==> src/rtl/drpi_pkg.sv <==
package drpi_pkg;

    // Field widths.
    localparam int VEL_W  = 24;
    localparam int DT_W   = 24;
    localparam int POS_W  = 32;
    localparam int ANG_W  = 32;
    localparam int Q15_W  = 16;

    // CORDIC values are Q2.30 carried with headroom.
    localparam int CV_W   = 33;
    localparam int CNT_W  = 5;
    localparam int ATAN_ENTRIES = 24;
    localparam logic signed [CV_W-1:0] CORDIC_X0 = 33'sd652032874;

    // Shared multiplier: signed 33 x 33.
    localparam int MUL_W  = 33;
    localparam int PROD_W = 2 * MUL_W;

    // Reciprocal of 2pi in Q0.32, used to turn radians into a binary angle.
    localparam int K_W = 30;
    localparam logic [K_W-1:0] INV_TWO_PI_Q32 = 30'd683565276;

    // Item kinds carried in tuser.
    localparam logic KIND_CMD  = 1'b0;
    localparam logic KIND_TICK = 1'b1;

    typedef enum logic [3:0] {
        ST_IDLE,
        ST_CORD_A,
        ST_MUL_D,
        ST_DIST,
        ST_MUL_X,
        ST_MUL_Y,
        ST_MUL_PL,
        ST_MUL_PH,
        ST_HEAD,
        ST_INIT_B,
        ST_CORD_B,
        ST_CAP_B,
        ST_OUT
    } t_state;

    typedef enum logic [2:0] {
        MUL_SPEED_DT,
        MUL_RATE_DT,
        MUL_DIST_COS,
        MUL_DIST_SIN,
        MUL_PLO_K,
        MUL_PHI_K
    } t_mul_sel;

    // What the datapath does in this cycle, mostly with the product registered in the previous cycle.
    typedef enum logic [2:0] {
        ACT_NONE,
        ACT_DIST,
        ACT_P,
        ACT_X,
        ACT_Y,
        ACT_ACC,
        ACT_HEAD,
        ACT_OUT
    } t_act;

    typedef struct packed {
        logic     load_vel;
        logic     load_tick;
        logic     cordic_init_half;
        logic     cordic_step;
        logic     cap_cs;
        t_mul_sel mul_sel;
        t_act     act;
    } t_dp_cmd;

    typedef struct packed {
        logic cordic_last;
    } t_dp_status;

    // Arctangent of 2^-i as a binary angle, rounded.
    function automatic logic [ANG_W-1:0] atan_bam(input logic [CNT_W-1:0] i);
        logic [ANG_W-1:0] v;
        case (i)
            5'd0:    v = 32'h20000000;
            5'd1:    v = 32'h12E4051E;
            5'd2:    v = 32'h09FB385B;
            5'd3:    v = 32'h051111D4;
            5'd4:    v = 32'h028B0D43;
            5'd5:    v = 32'h0145D7E1;
            5'd6:    v = 32'h00A2F61E;
            5'd7:    v = 32'h00517C55;
            5'd8:    v = 32'h0028BE53;
            5'd9:    v = 32'h00145F2F;
            5'd10:   v = 32'h000A2F98;
            5'd11:   v = 32'h000517CC;
            5'd12:   v = 32'h00028BE6;
            5'd13:   v = 32'h000145F3;
            5'd14:   v = 32'h0000A2FA;
            5'd15:   v = 32'h0000517D;
            5'd16:   v = 32'h000028BE;
            5'd17:   v = 32'h0000145F;
            5'd18:   v = 32'h00000A30;
            5'd19:   v = 32'h00000518;
            5'd20:   v = 32'h0000028C;
            5'd21:   v = 32'h00000146;
            5'd22:   v = 32'h000000A3;
            5'd23:   v = 32'h00000051;
            default: v = '0;
        endcase
        return v;
    endfunction

endpackage

==> src/rtl/dead_reckoning_pose_integrator_top.sv <==
// Planar dead-reckoning pose integrator.
// Input stream: tuser is the item kind (0 velocity command, 1 tick). tdata carries
// the forward speed, the yaw rate and the elapsed time. A command stores both
// velocities and gives no result. A tick advances x and y along the heading held
// before the tick, then advances the heading by yaw rate times time.
// Output stream: one result per tick with position, heading, the yaw quaternion
// and the stored velocities.
// Timing: a tick runs two CORDIC passes of CORDIC_STEPS (capped at 24) steps and
// six products on one shared 33 x 33 multiplier. No item is taken while a tick is
// in work; the next item is taken once its result has entered the output register.
// A command leaves the block idle, ready for the next item.
// Stalls: the result sits in an output register. Commands and a new tick are taken
// while it waits; a finished tick holds in its last state until the register is free.
// Reset: position, heading and stored velocities clear to zero, and no result is
// pending.
module dead_reckoning_pose_integrator_top
    import drpi_pkg::*;
#(
    parameter int CORDIC_STEPS = 16
) (
    input  logic         i_clk,
    input  logic         i_rst_n,
    input  logic         i_s_axis_tvalid,
    output logic         o_s_axis_tready,
    // [23:0] linear_velocity, [47:24] angular_velocity, [71:48] elapsed_time
    input  logic [71:0]  i_s_axis_tdata,
    // [0] kind
    input  logic         i_s_axis_tuser,
    output logic         o_m_axis_tvalid,
    input  logic         i_m_axis_tready,
    // [31:0] pos_x, [63:32] pos_y, [95:64] heading_angle, [111:96] quat_z,
    // [127:112] quat_w, [151:128] speed_echo, [175:152] turn_rate_echo
    output logic [175:0] o_m_axis_tdata
);

    t_dp_cmd                 cmd;
    t_dp_status              status;
    logic signed [POS_W-1:0] pos_x, pos_y;
    logic [ANG_W-1:0]        heading_angle;
    logic signed [Q15_W-1:0] quat_z, quat_w;
    logic signed [VEL_W-1:0] speed_echo, turn_rate_echo;

    // Sequencer.
    drpi_ctrl u_ctrl (
        .i_clk      (i_clk),
        .i_rst_n    (i_rst_n),
        .i_s_tvalid (i_s_axis_tvalid),
        .i_s_kind   (i_s_axis_tuser),
        .o_s_tready (o_s_axis_tready),
        .o_m_tvalid (o_m_axis_tvalid),
        .i_m_tready (i_m_axis_tready),
        .i_status   (status),
        .o_cmd      (cmd)
    );

    // Arithmetic and state.
    drpi_datapath #(
        .CORDIC_STEPS(CORDIC_STEPS)
    ) u_datapath (
        .i_clk              (i_clk),
        .i_rst_n            (i_rst_n),
        .i_cmd              (cmd),
        .o_status           (status),
        .i_linear_velocity  ($signed(i_s_axis_tdata[23:0])),
        .i_angular_velocity ($signed(i_s_axis_tdata[47:24])),
        .i_elapsed_time     (i_s_axis_tdata[71:48]),
        .o_pos_x            (pos_x),
        .o_pos_y            (pos_y),
        .o_heading_angle    (heading_angle),
        .o_quat_z           (quat_z),
        .o_quat_w           (quat_w),
        .o_speed_echo       (speed_echo),
        .o_turn_rate_echo   (turn_rate_echo)
    );

    // Pack the result.
    assign o_m_axis_tdata = {turn_rate_echo, speed_echo, quat_w, quat_z,
                             heading_angle, pos_y, pos_x};

endmodule

==> src/rtl/drpi_cordic.sv <==
module drpi_cordic
    import drpi_pkg::*;
#(
    parameter int CORDIC_STEPS = 16
) (
    input  logic                   i_clk,
    input  logic                   i_rst_n,
    input  logic                   i_init,
    input  logic [ANG_W-1:0]       i_angle,
    input  logic                   i_step,
    output logic                   o_last,
    output logic signed [CV_W-1:0] o_cos,
    output logic signed [CV_W-1:0] o_sin
);

    localparam int N_EFF = (CORDIC_STEPS > ATAN_ENTRIES) ? ATAN_ENTRIES : CORDIC_STEPS;
    localparam logic [CNT_W-1:0] LAST_CNT = CNT_W'(N_EFF - 1);

    logic signed [CV_W-1:0] r_x, r_y, r_z;
    logic signed [CV_W-1:0] n_x, n_y, n_z;
    logic                   r_flip;
    logic [CNT_W-1:0]       r_cnt;
    logic                   fold;
    logic [ANG_W-1:0]       folded;
    logic signed [CV_W-1:0] xs, ys, at;

    // Fold the angle by pi into the right half plane; the results are negated back.
    assign fold   = i_angle[ANG_W-1] ^ i_angle[ANG_W-2];
    assign folded = {i_angle[ANG_W-1] ^ fold, i_angle[ANG_W-2:0]};

    // One micro-rotation toward zero residual angle.
    always_comb begin
        xs = r_x >>> r_cnt;
        ys = r_y >>> r_cnt;
        at = {1'b0, atan_bam(r_cnt)};
        if (!r_z[CV_W-1]) begin
            n_x = r_x - ys;
            n_y = r_y + xs;
            n_z = r_z - at;
        end else begin
            n_x = r_x + ys;
            n_y = r_y - xs;
            n_z = r_z + at;
        end
    end

    // Step counter.
    always_ff @(posedge i_clk) begin
        if (!i_rst_n) begin
            r_cnt <= '0;
        end else if (i_init) begin
            r_cnt <= '0;
        end else if (i_step) begin
            r_cnt <= r_cnt + 1'b1;
        end
    end

    // Rotation registers.
    always_ff @(posedge i_clk) begin
        if (i_init) begin
            r_x    <= CORDIC_X0;
            r_y    <= '0;
            r_z    <= {folded[ANG_W-1], folded};
            r_flip <= fold;
        end else if (i_step) begin
            r_x <= n_x;
            r_y <= n_y;
            r_z <= n_z;
        end
    end

    assign o_last = (r_cnt == LAST_CNT);
    assign o_cos  = r_flip ? -r_x : r_x;
    assign o_sin  = r_flip ? -r_y : r_y;

endmodule

==> src/rtl/drpi_datapath.sv <==
module drpi_datapath
    import drpi_pkg::*;
#(
    parameter int CORDIC_STEPS = 16
) (
    input  logic                    i_clk,
    input  logic                    i_rst_n,
    input  t_dp_cmd                 i_cmd,
    output t_dp_status              o_status,
    input  logic signed [VEL_W-1:0] i_linear_velocity,
    input  logic signed [VEL_W-1:0] i_angular_velocity,
    input  logic [DT_W-1:0]         i_elapsed_time,
    output logic signed [POS_W-1:0] o_pos_x,
    output logic signed [POS_W-1:0] o_pos_y,
    output logic [ANG_W-1:0]        o_heading_angle,
    output logic signed [Q15_W-1:0] o_quat_z,
    output logic signed [Q15_W-1:0] o_quat_w,
    output logic signed [VEL_W-1:0] o_speed_echo,
    output logic signed [VEL_W-1:0] o_turn_rate_echo
);

    localparam int SUM_W = POS_W + 5;
    localparam logic signed [SUM_W-1:0] POS_MAX = SUM_W'(64'sh7FFFFFFF);
    localparam logic signed [SUM_W-1:0] POS_MIN = -SUM_W'(64'sh80000000);
    localparam logic signed [CV_W:0]    Q15_HALF = (CV_W+1)'(16384);
    localparam logic signed [18:0]      Q15_MAX = 19'sd32767;
    localparam logic signed [18:0]      Q15_MIN = -19'sd32768;

    // Architectural state.
    logic signed [POS_W-1:0] r_pos_x, r_pos_y;
    logic [ANG_W-1:0]        r_heading;
    logic signed [VEL_W-1:0] r_lin, r_ang;

    // Working registers.
    logic [DT_W-1:0]         r_dt;
    logic signed [CV_W-1:0]  r_cos, r_sin;
    logic signed [PROD_W-1:0] r_prod;
    logic signed [POS_W-1:0] r_dist;
    logic [47:0]             r_p;
    logic [63:0]             r_acc;

    // Result register.
    logic signed [POS_W-1:0] r_out_x, r_out_y;
    logic [ANG_W-1:0]        r_out_head;
    logic signed [Q15_W-1:0] r_out_z, r_out_w;
    logic signed [VEL_W-1:0] r_out_lin, r_out_ang;

    logic signed [MUL_W-1:0] mul_a, mul_b;
    logic signed [CV_W-1:0]  cordic_cos, cordic_sin;
    logic [ANG_W-1:0]        cordic_angle;
    logic [47:0]             dist_sum;
    logic [PROD_W-1:0]       step_sum;
    logic signed [SUM_W-1:0] pos_new;
    logic signed [POS_W-1:0] pos_sat;
    logic [63:0]             head_sum;

    function automatic logic signed [Q15_W-1:0] to_q15(input logic signed [CV_W-1:0] v);
        logic signed [CV_W:0] t;
        logic signed [18:0]   r;
        t = {v[CV_W-1], v} + Q15_HALF;
        r = t[CV_W:15];
        if (r > Q15_MAX) begin
            r = Q15_MAX;
        end else if (r < Q15_MIN) begin
            r = Q15_MIN;
        end
        return r[Q15_W-1:0];
    endfunction

    // Sine and cosine unit: the old heading for the move, half the new one for the quaternion.
    assign cordic_angle = i_cmd.cordic_init_half ? {1'b0, r_heading[ANG_W-1:1]} : r_heading;

    drpi_cordic #(
        .CORDIC_STEPS(CORDIC_STEPS)
    ) u_cordic (
        .i_clk   (i_clk),
        .i_rst_n (i_rst_n),
        .i_init  (i_cmd.load_tick | i_cmd.cordic_init_half),
        .i_angle (cordic_angle),
        .i_step  (i_cmd.cordic_step),
        .o_last  (o_status.cordic_last),
        .o_cos   (cordic_cos),
        .o_sin   (cordic_sin)
    );

    // Operand selection for the shared multiplier.
    always_comb begin
        case (i_cmd.mul_sel)
            MUL_SPEED_DT: begin
                mul_a = {{(MUL_W-VEL_W){r_lin[VEL_W-1]}}, r_lin};
                mul_b = {{(MUL_W-DT_W){1'b0}}, r_dt};
            end
            MUL_RATE_DT: begin
                mul_a = {{(MUL_W-VEL_W){r_ang[VEL_W-1]}}, r_ang};
                mul_b = {{(MUL_W-DT_W){1'b0}}, r_dt};
            end
            MUL_DIST_COS: begin
                mul_a = {{(MUL_W-POS_W){r_dist[POS_W-1]}}, r_dist};
                mul_b = r_cos;
            end
            MUL_DIST_SIN: begin
                mul_a = {{(MUL_W-POS_W){r_dist[POS_W-1]}}, r_dist};
                mul_b = r_sin;
            end
            MUL_PLO_K: begin
                mul_a = {{(MUL_W-24){1'b0}}, r_p[23:0]};
                mul_b = {{(MUL_W-K_W){1'b0}}, INV_TWO_PI_Q32};
            end
            MUL_PHI_K: begin
                mul_a = {{(MUL_W-24){r_p[47]}}, r_p[47:24]};
                mul_b = {{(MUL_W-K_W){1'b0}}, INV_TWO_PI_Q32};
            end
            default: begin
                mul_a = '0;
                mul_b = '0;
            end
        endcase
    end

    // Product register.
    always_ff @(posedge i_clk) begin
        r_prod <= mul_a * mul_b;
    end

    // Rounding of the product into distance, position step and heading step.
    always_comb begin
        dist_sum = r_prod[47:0] + 48'd32768;
        step_sum = r_prod + PROD_W'(64'h20000000);
        pos_new  = (i_cmd.act == ACT_X ? SUM_W'(r_pos_x) : SUM_W'(r_pos_y))
                 + SUM_W'($signed(step_sum[PROD_W-1:30]));
        if (pos_new > POS_MAX) begin
            pos_sat = POS_MAX[POS_W-1:0];
        end else if (pos_new < POS_MIN) begin
            pos_sat = POS_MIN[POS_W-1:0];
        end else begin
            pos_sat = pos_new[POS_W-1:0];
        end
        head_sum = r_acc + {r_prod[39:0], 24'b0};
    end

    // Pose and stored velocities.
    always_ff @(posedge i_clk) begin
        if (!i_rst_n) begin
            r_pos_x   <= '0;
            r_pos_y   <= '0;
            r_heading <= '0;
            r_lin     <= '0;
            r_ang     <= '0;
        end else begin
            if (i_cmd.load_vel) begin
                r_lin <= i_linear_velocity;
                r_ang <= i_angular_velocity;
            end
            if (i_cmd.act == ACT_X) begin
                r_pos_x <= pos_sat;
            end
            if (i_cmd.act == ACT_Y) begin
                r_pos_y <= pos_sat;
            end
            if (i_cmd.act == ACT_HEAD) begin
                r_heading <= r_heading + head_sum[63:32];
            end
        end
    end

    // Working registers of a tick.
    always_ff @(posedge i_clk) begin
        if (i_cmd.load_tick) begin
            r_dt <= i_elapsed_time;
        end
        if (i_cmd.cap_cs) begin
            r_cos <= cordic_cos;
            r_sin <= cordic_sin;
        end
        if (i_cmd.act == ACT_DIST) begin
            r_dist <= dist_sum[47:16];
        end
        if (i_cmd.act == ACT_P) begin
            r_p <= r_prod[47:0];
        end
        if (i_cmd.act == ACT_ACC) begin
            r_acc <= r_prod[63:0] + 64'h80000000;
        end
    end

    // Result register.
    always_ff @(posedge i_clk) begin
        if (i_cmd.act == ACT_OUT) begin
            r_out_x    <= r_pos_x;
            r_out_y    <= r_pos_y;
            r_out_head <= r_heading;
            r_out_z    <= to_q15(r_sin);
            r_out_w    <= to_q15(r_cos);
            r_out_lin  <= r_lin;
            r_out_ang  <= r_ang;
        end
    end

    assign o_pos_x          = r_out_x;
    assign o_pos_y          = r_out_y;
    assign o_heading_angle  = r_out_head;
    assign o_quat_z         = r_out_z;
    assign o_quat_w         = r_out_w;
    assign o_speed_echo     = r_out_lin;
    assign o_turn_rate_echo = r_out_ang;

endmodule

==> src/rtl/drpi_ctrl.sv <==
module drpi_ctrl
    import drpi_pkg::*;
(
    input  logic       i_clk,
    input  logic       i_rst_n,
    input  logic       i_s_tvalid,
    input  logic       i_s_kind,
    output logic       o_s_tready,
    output logic       o_m_tvalid,
    input  logic       i_m_tready,
    input  t_dp_status i_status,
    output t_dp_cmd    o_cmd
);

    t_state r_state, n_state;
    logic   r_out_valid, n_out_valid;
    logic   s_accept;
    logic   out_free;

    assign s_accept = i_s_tvalid && (r_state == ST_IDLE);
    assign out_free = !r_out_valid || i_m_tready;

    // Next state.
    always_comb begin
        n_state = r_state;
        case (r_state)
            ST_IDLE: begin
                if (s_accept && i_s_kind == KIND_TICK) begin
                    n_state = ST_CORD_A;
                end
            end
            ST_CORD_A: begin
                if (i_status.cordic_last) begin
                    n_state = ST_MUL_D;
                end
            end
            ST_MUL_D:  n_state = ST_DIST;
            ST_DIST:   n_state = ST_MUL_X;
            ST_MUL_X:  n_state = ST_MUL_Y;
            ST_MUL_Y:  n_state = ST_MUL_PL;
            ST_MUL_PL: n_state = ST_MUL_PH;
            ST_MUL_PH: n_state = ST_HEAD;
            ST_HEAD:   n_state = ST_INIT_B;
            ST_INIT_B: n_state = ST_CORD_B;
            ST_CORD_B: begin
                if (i_status.cordic_last) begin
                    n_state = ST_CAP_B;
                end
            end
            ST_CAP_B:  n_state = ST_OUT;
            ST_OUT: begin
                if (out_free) begin
                    n_state = ST_IDLE;
                end
            end
            default:   n_state = ST_IDLE;
        endcase
    end

    // Commands to the datapath.
    always_comb begin
        o_cmd            = '0;
        o_cmd.mul_sel    = MUL_SPEED_DT;
        o_cmd.act        = ACT_NONE;
        o_s_tready       = 1'b0;
        case (r_state)
            ST_IDLE: begin
                o_s_tready      = 1'b1;
                o_cmd.load_vel  = s_accept && (i_s_kind == KIND_CMD);
                o_cmd.load_tick = s_accept && (i_s_kind == KIND_TICK);
            end
            ST_CORD_A: o_cmd.cordic_step = 1'b1;
            ST_MUL_D: begin
                o_cmd.cap_cs  = 1'b1;
                o_cmd.mul_sel = MUL_SPEED_DT;
            end
            ST_DIST: begin
                o_cmd.act     = ACT_DIST;
                o_cmd.mul_sel = MUL_RATE_DT;
            end
            ST_MUL_X: begin
                o_cmd.act     = ACT_P;
                o_cmd.mul_sel = MUL_DIST_COS;
            end
            ST_MUL_Y: begin
                o_cmd.act     = ACT_X;
                o_cmd.mul_sel = MUL_DIST_SIN;
            end
            ST_MUL_PL: begin
                o_cmd.act     = ACT_Y;
                o_cmd.mul_sel = MUL_PLO_K;
            end
            ST_MUL_PH: begin
                o_cmd.act     = ACT_ACC;
                o_cmd.mul_sel = MUL_PHI_K;
            end
            ST_HEAD:   o_cmd.act = ACT_HEAD;
            ST_INIT_B: o_cmd.cordic_init_half = 1'b1;
            ST_CORD_B: o_cmd.cordic_step = 1'b1;
            ST_CAP_B:  o_cmd.cap_cs = 1'b1;
            ST_OUT: begin
                if (out_free) begin
                    o_cmd.act = ACT_OUT;
                end
            end
            default: o_s_tready = 1'b0;
        endcase
    end

    // Result valid flag: set when the result register loads, cleared when taken.
    always_comb begin
        n_out_valid = (r_out_valid && !i_m_tready) || (o_cmd.act == ACT_OUT);
    end

    always_ff @(posedge i_clk) begin
        if (!i_rst_n) begin
            r_state     <= ST_IDLE;
            r_out_valid <= 1'b0;
        end else begin
            r_state     <= n_state;
            r_out_valid <= n_out_valid;
        end
    end

    assign o_m_tvalid = r_out_valid;

endmodule

==> config.mk <==
export PLATFORM = sky130hd
export DESIGN_NAME = dead_reckoning_pose_integrator_top
export DESIGN_NICKNAME = d
export VERILOG_FILES = /design/src/rtl/drpi_pkg.sv /design/src/rtl/dead_reckoning_pose_integrator_top.sv /design/src/rtl/drpi_cordic.sv /design/src/rtl/drpi_datapath.sv /design/src/rtl/drpi_ctrl.sv
export SDC_FILE = /design/constraint.sdc
export NUM_CORES = 2
export LEC_CHECK = 0
export BUFFER_PORTS_ARGS = -buffer_cell sky130_fd_sc_hd__buf_2
export CORE_MARGIN = 1.5
export CORE_UTILIZATION = 45
export DETAILED_ROUTE_END_ITERATION = 16
export PLACE_DENSITY = 0.62
export SLEW_MARGIN = 20
export SYNTH_ARGS = -nofsm -noshare
export SYNTH_HDL_FRONTEND = slang
export SYNTH_SLANG_ARGS = --single-unit
==> constraint.sdc <==
create_clock -name i_clk -period 26.1 [get_ports i_clk]
set_input_delay 5.22 -clock i_clk [delete_from_list [all_inputs] [get_ports i_clk]]
set_output_delay 5.22 -clock i_clk [all_outputs]
set_load 0.01 [all_outputs]
==> run metrics <==
post-route ant nets 0; Worst Path Buf+Inv 4; final std cells w/o fill 11.3k; Vias 65.4k; NumNets Final 10.5k; Area Overhead vs Synth 8.20%; Unique masters post-synth 101; Setup Skew 0.0607 ns; Max Freq 0.0813 GHz; Vias/cell 5.78; fin crit share 0.471; CTS clock-pin slew for the worst setup and hold paths 0.06 ns; Mapped Cells 8852; Crit Path Category register to register; R2R depth 27; mux share of post-synthesis cell area 0.0443; most frequent cells in the layout inv_1, nand2_1, fa_1, nor2_1, ha_1; cts repair resizes 0; initial antenna violation count 11; layout cells sized above 1 0.0905; Slew headroom 0.204; CP max FO 29; xor-xnor portion of the synthesized cell area 0.0548; largest net degree at the start of global routing 145; first-pass GRT wire length 416000 um; Ports 255; row cnt 156; cell family with most CP delay adder cells; Arr. time, crit path 12.90 ns; H-tree Lvls 3; Post-CTS Setup Bufs 0; max-cap violations 0; Synth Warn # 0; Seq/Total Area, Yosys 0.230; Synth Net Count 10.5k; Post-synth EDFFs 420; Crit path required time 26.71 ns; number of global-route vias before repair 67.2k; DRC viols 0; Slowest Stage Delay on Critical Path 0.85 ns; Critical R2R Launch u_ctrl.r_state[2]$_SDFFE_PN0P_; min cycle time layout 12.29 ns; Hold EP u_datapath.o_pos_y[5]$_DFFE_PP_; Yosys reg bits 736; Synth Flop Type edfxtp_1; max-slew violation count 0; die area 185000 um2; Clock Sink Count 736; Compound-Gate Fraction of Synth Area 0.110; clock tree buffer depth 3; Min-Delay Path Depth 0; routability congestion estimate 0.949; CORE AREA 181000 um2; hold crit path type register to register; RR Endpoint u_datapath.r_prod[63]$_DFF_P_; worst reg-to-reg setup slack 13.81 ns; total CTS buffers 84; Sum Neg Setup Slack 0 ns; RSZ-0062 raised after global routing no; Final setup viols 0; router iterations before antenna repair 8; Buffers on Ports 254; status finished, final reports clean; initial core utilization 0.454; Worst Min Path Start u_datapath.r_pos_y[5]$_SDFFE_PN0N_; # hold bufs at CTS 0; cell area after synthesis 82300 um2; Worst Tran Pin Value 1.19 ns; syn avg cell area 9.29 um2; Root Driver clkbuf_16; Fin. Hold Viols 0; CTS tree yes; most common cell after layout, fill and taps aside inv_1; busiest grt layer met2; Critical Path Start Type register; DR iter-0 viols 5653; Detail Placement HPWL 214000 um; grt ovf 0; main combinational cell family by area after synthesis adder cells; met1 usage 0.372; Total Wirelength 276000 um; Most Frequent Cell on Critical Path fa_1; dpl cells 11.1k; Post-Synth Simple-Gate Area 0.141; Synth Area in Adders 0.341; CP Capture Type register; Die Width 431 um; GRT Total Usage 0.298; grt met2 use 0.496; async set-reset flop share out of synthesis 0; WL/cell 24.4 um; Die H 431 um; latest clock arrival within the worst-skew pair 0.76 ns; GRT met3 Usage 0.0485; Critical-path top delay cell and3_2
## cell type report
cell class              instances  area [um2]
clock buffers                  99        2320
multi-input cells            6441       57100
fillers                     17100       92100
inverters                    1191        4470
repair buffers                407        2450
flip-flops and latches        736       19000
well taps                    2370        2970
clock inverters                59         753
diodes                          5        12.5
## cell usage after synthesis, types with 24 or more instances
cell type | n | area, um2
o22ai_1 | 24 | 150
a21boi_0 | 68 | 510
edfxtp_1 | 420 | 12600
o31ai_1 | 40 | 300
nor2b_1 | 32 | 200
o21ai_0 | 382 | 1910
mux2_2 | 68 | 766
xnor2_1 | 309 | 2710
nor2_1 | 837 | 3140
nand3_1 | 133 | 666
a21oi_1 | 425 | 2130
ha_1 | 437 | 5470
nand4_1 | 64 | 400
dfxtp_1 | 316 | 6330
a22oi_1 | 34 | 255
a31oi_1 | 60 | 375
mux4_2 | 87 | 1960
buf_1 | 37 | 139
and3_1 | 70 | 438
clkbuf_1 | 413 | 1550
mux2i_1 | 74 | 741
nand2_1 | 1177 | 4420
a211oi_1 | 32 | 240
o21bai_1 | 32 | 240
or3_1 | 30 | 188
xor2_1 | 206 | 1800
and4_1 | 32 | 280
fa_1 | 1127 | 22600
nor3_1 | 77 | 385
a21o_1 | 136 | 1020
and2_1 | 61 | 382
o21a_1 | 55 | 413
nand2b_1 | 57 | 357
inv_1 | 1183 | 4440
## sequential cells by signal, summed over array words and instances (netlist names), 16 cells and up
name and flops:
u_datapath.r_prod 66, u_datapath.r_p 48, u_datapath.r_acc 40, u_datapath.r_cos 33, u_datapath.r_sin 33, u_datapath.u_cordic.r_x 33
u_datapath.u_cordic.r_y 33, u_datapath.u_cordic.r_z 33, u_datapath.o_heading_angle 32, u_datapath.o_pos_x 32, u_datapath.o_pos_y 32, u_datapath.r_dist 32
u_datapath.r_heading 32, u_datapath.r_pos_x 32, u_datapath.r_pos_y 32, u_datapath.u_cordic.at 30, u_datapath.o_speed_echo 24, u_datapath.o_turn_rate_echo 24
u_datapath.r_ang 24, u_datapath.r_dt 24, u_datapath.r_lin 24, u_datapath.o_quat_w 16, u_datapath.o_quat_z 16
## routing by layer
metal,routed length [um],vias to the layer above
met5,20,-
met4,16500,4
met3,19800,734
met2,133000,2675
met1,107000,33000
li1,-,29000
## through the flow
step	setup WS [ns]	hold slack (ns)	area, um2	util
6_report	13.81	0.420	89000	0.491
4_1_cts	14.02	0.410	89000	0.491
3_5_place_dp	14.02	0.429	85900	0.474
5_1_grt	13.32	0.433	89000	0.491
2_1_floorplan	3.26	0.406	82300	-
3_3_place_gp	14.30	0.431	85900	0.474
## kinds of logic (layout without fill, tap and decap cells)
group,count (synthesis),in the layout
AND/OR/NAND/NOR,2665,2665
adder cells (fa/ha/maj),1564,1564
AO/OA/AOI/OAI,1460,1460
flip-flops,736,736
other,0,5
multiplexers,237,237
XOR/XNOR,515,515
buffers and inverters,1675,1756
## worst max-delay path by stage
stage,from,to,cells past startpoint
floorplan,i_m_axis_tready,u_datapath.o_heading_angle[0]$_DFFE_PP_,2
global placement,u_ctrl.r_state[2]$_SDFFE_PN0P_,u_datapath.r_prod[63]$_DFF_P_,27
detailed placement,u_ctrl.r_state[2]$_SDFFE_PN0P_,u_datapath.r_prod[63]$_DFF_P_,27
CTS,u_ctrl.r_state[2]$_SDFFE_PN0P_,u_datapath.r_prod[63]$_DFF_P_,27
global route,u_ctrl.r_state[2]$_SDFFE_PN0P_,u_datapath.r_prod[63]$_DFF_P_,27
finish,u_ctrl.r_state[2]$_SDFFE_PN0P_,u_datapath.r_prod[63]$_DFF_P_,27
## worst register-to-register path, stage by stage (launching register included)
cell and delay (ns):
dfxtp_1 0.46, inv_1 0.21, nor2_4 0.81, and3_2 0.85, a221o_1 0.75, a21o_1 0.64
nand2_1 0.19, inv_1 0.17, fa_1 0.49, fa_1 0.58, fa_2 0.82, fa_1 0.52
fa_1 0.50, fa_1 0.50, fa_1 0.49, inv_1 0.04, fa_1 0.48, inv_1 0.05
ha_1 0.39, a21o_1 0.20, a21o_1 0.17, a21oi_1 0.17, o21ai_0 0.20, a221oi_1 0.70
a21oi_1 0.25, o41ai_1 0.74, o221ai_1 0.39, o311ai_0 0.44
Power is left out: the tool's default activity adds up to more than one toggle a clock period on the data nets, which glitch-free logic cannot reach.
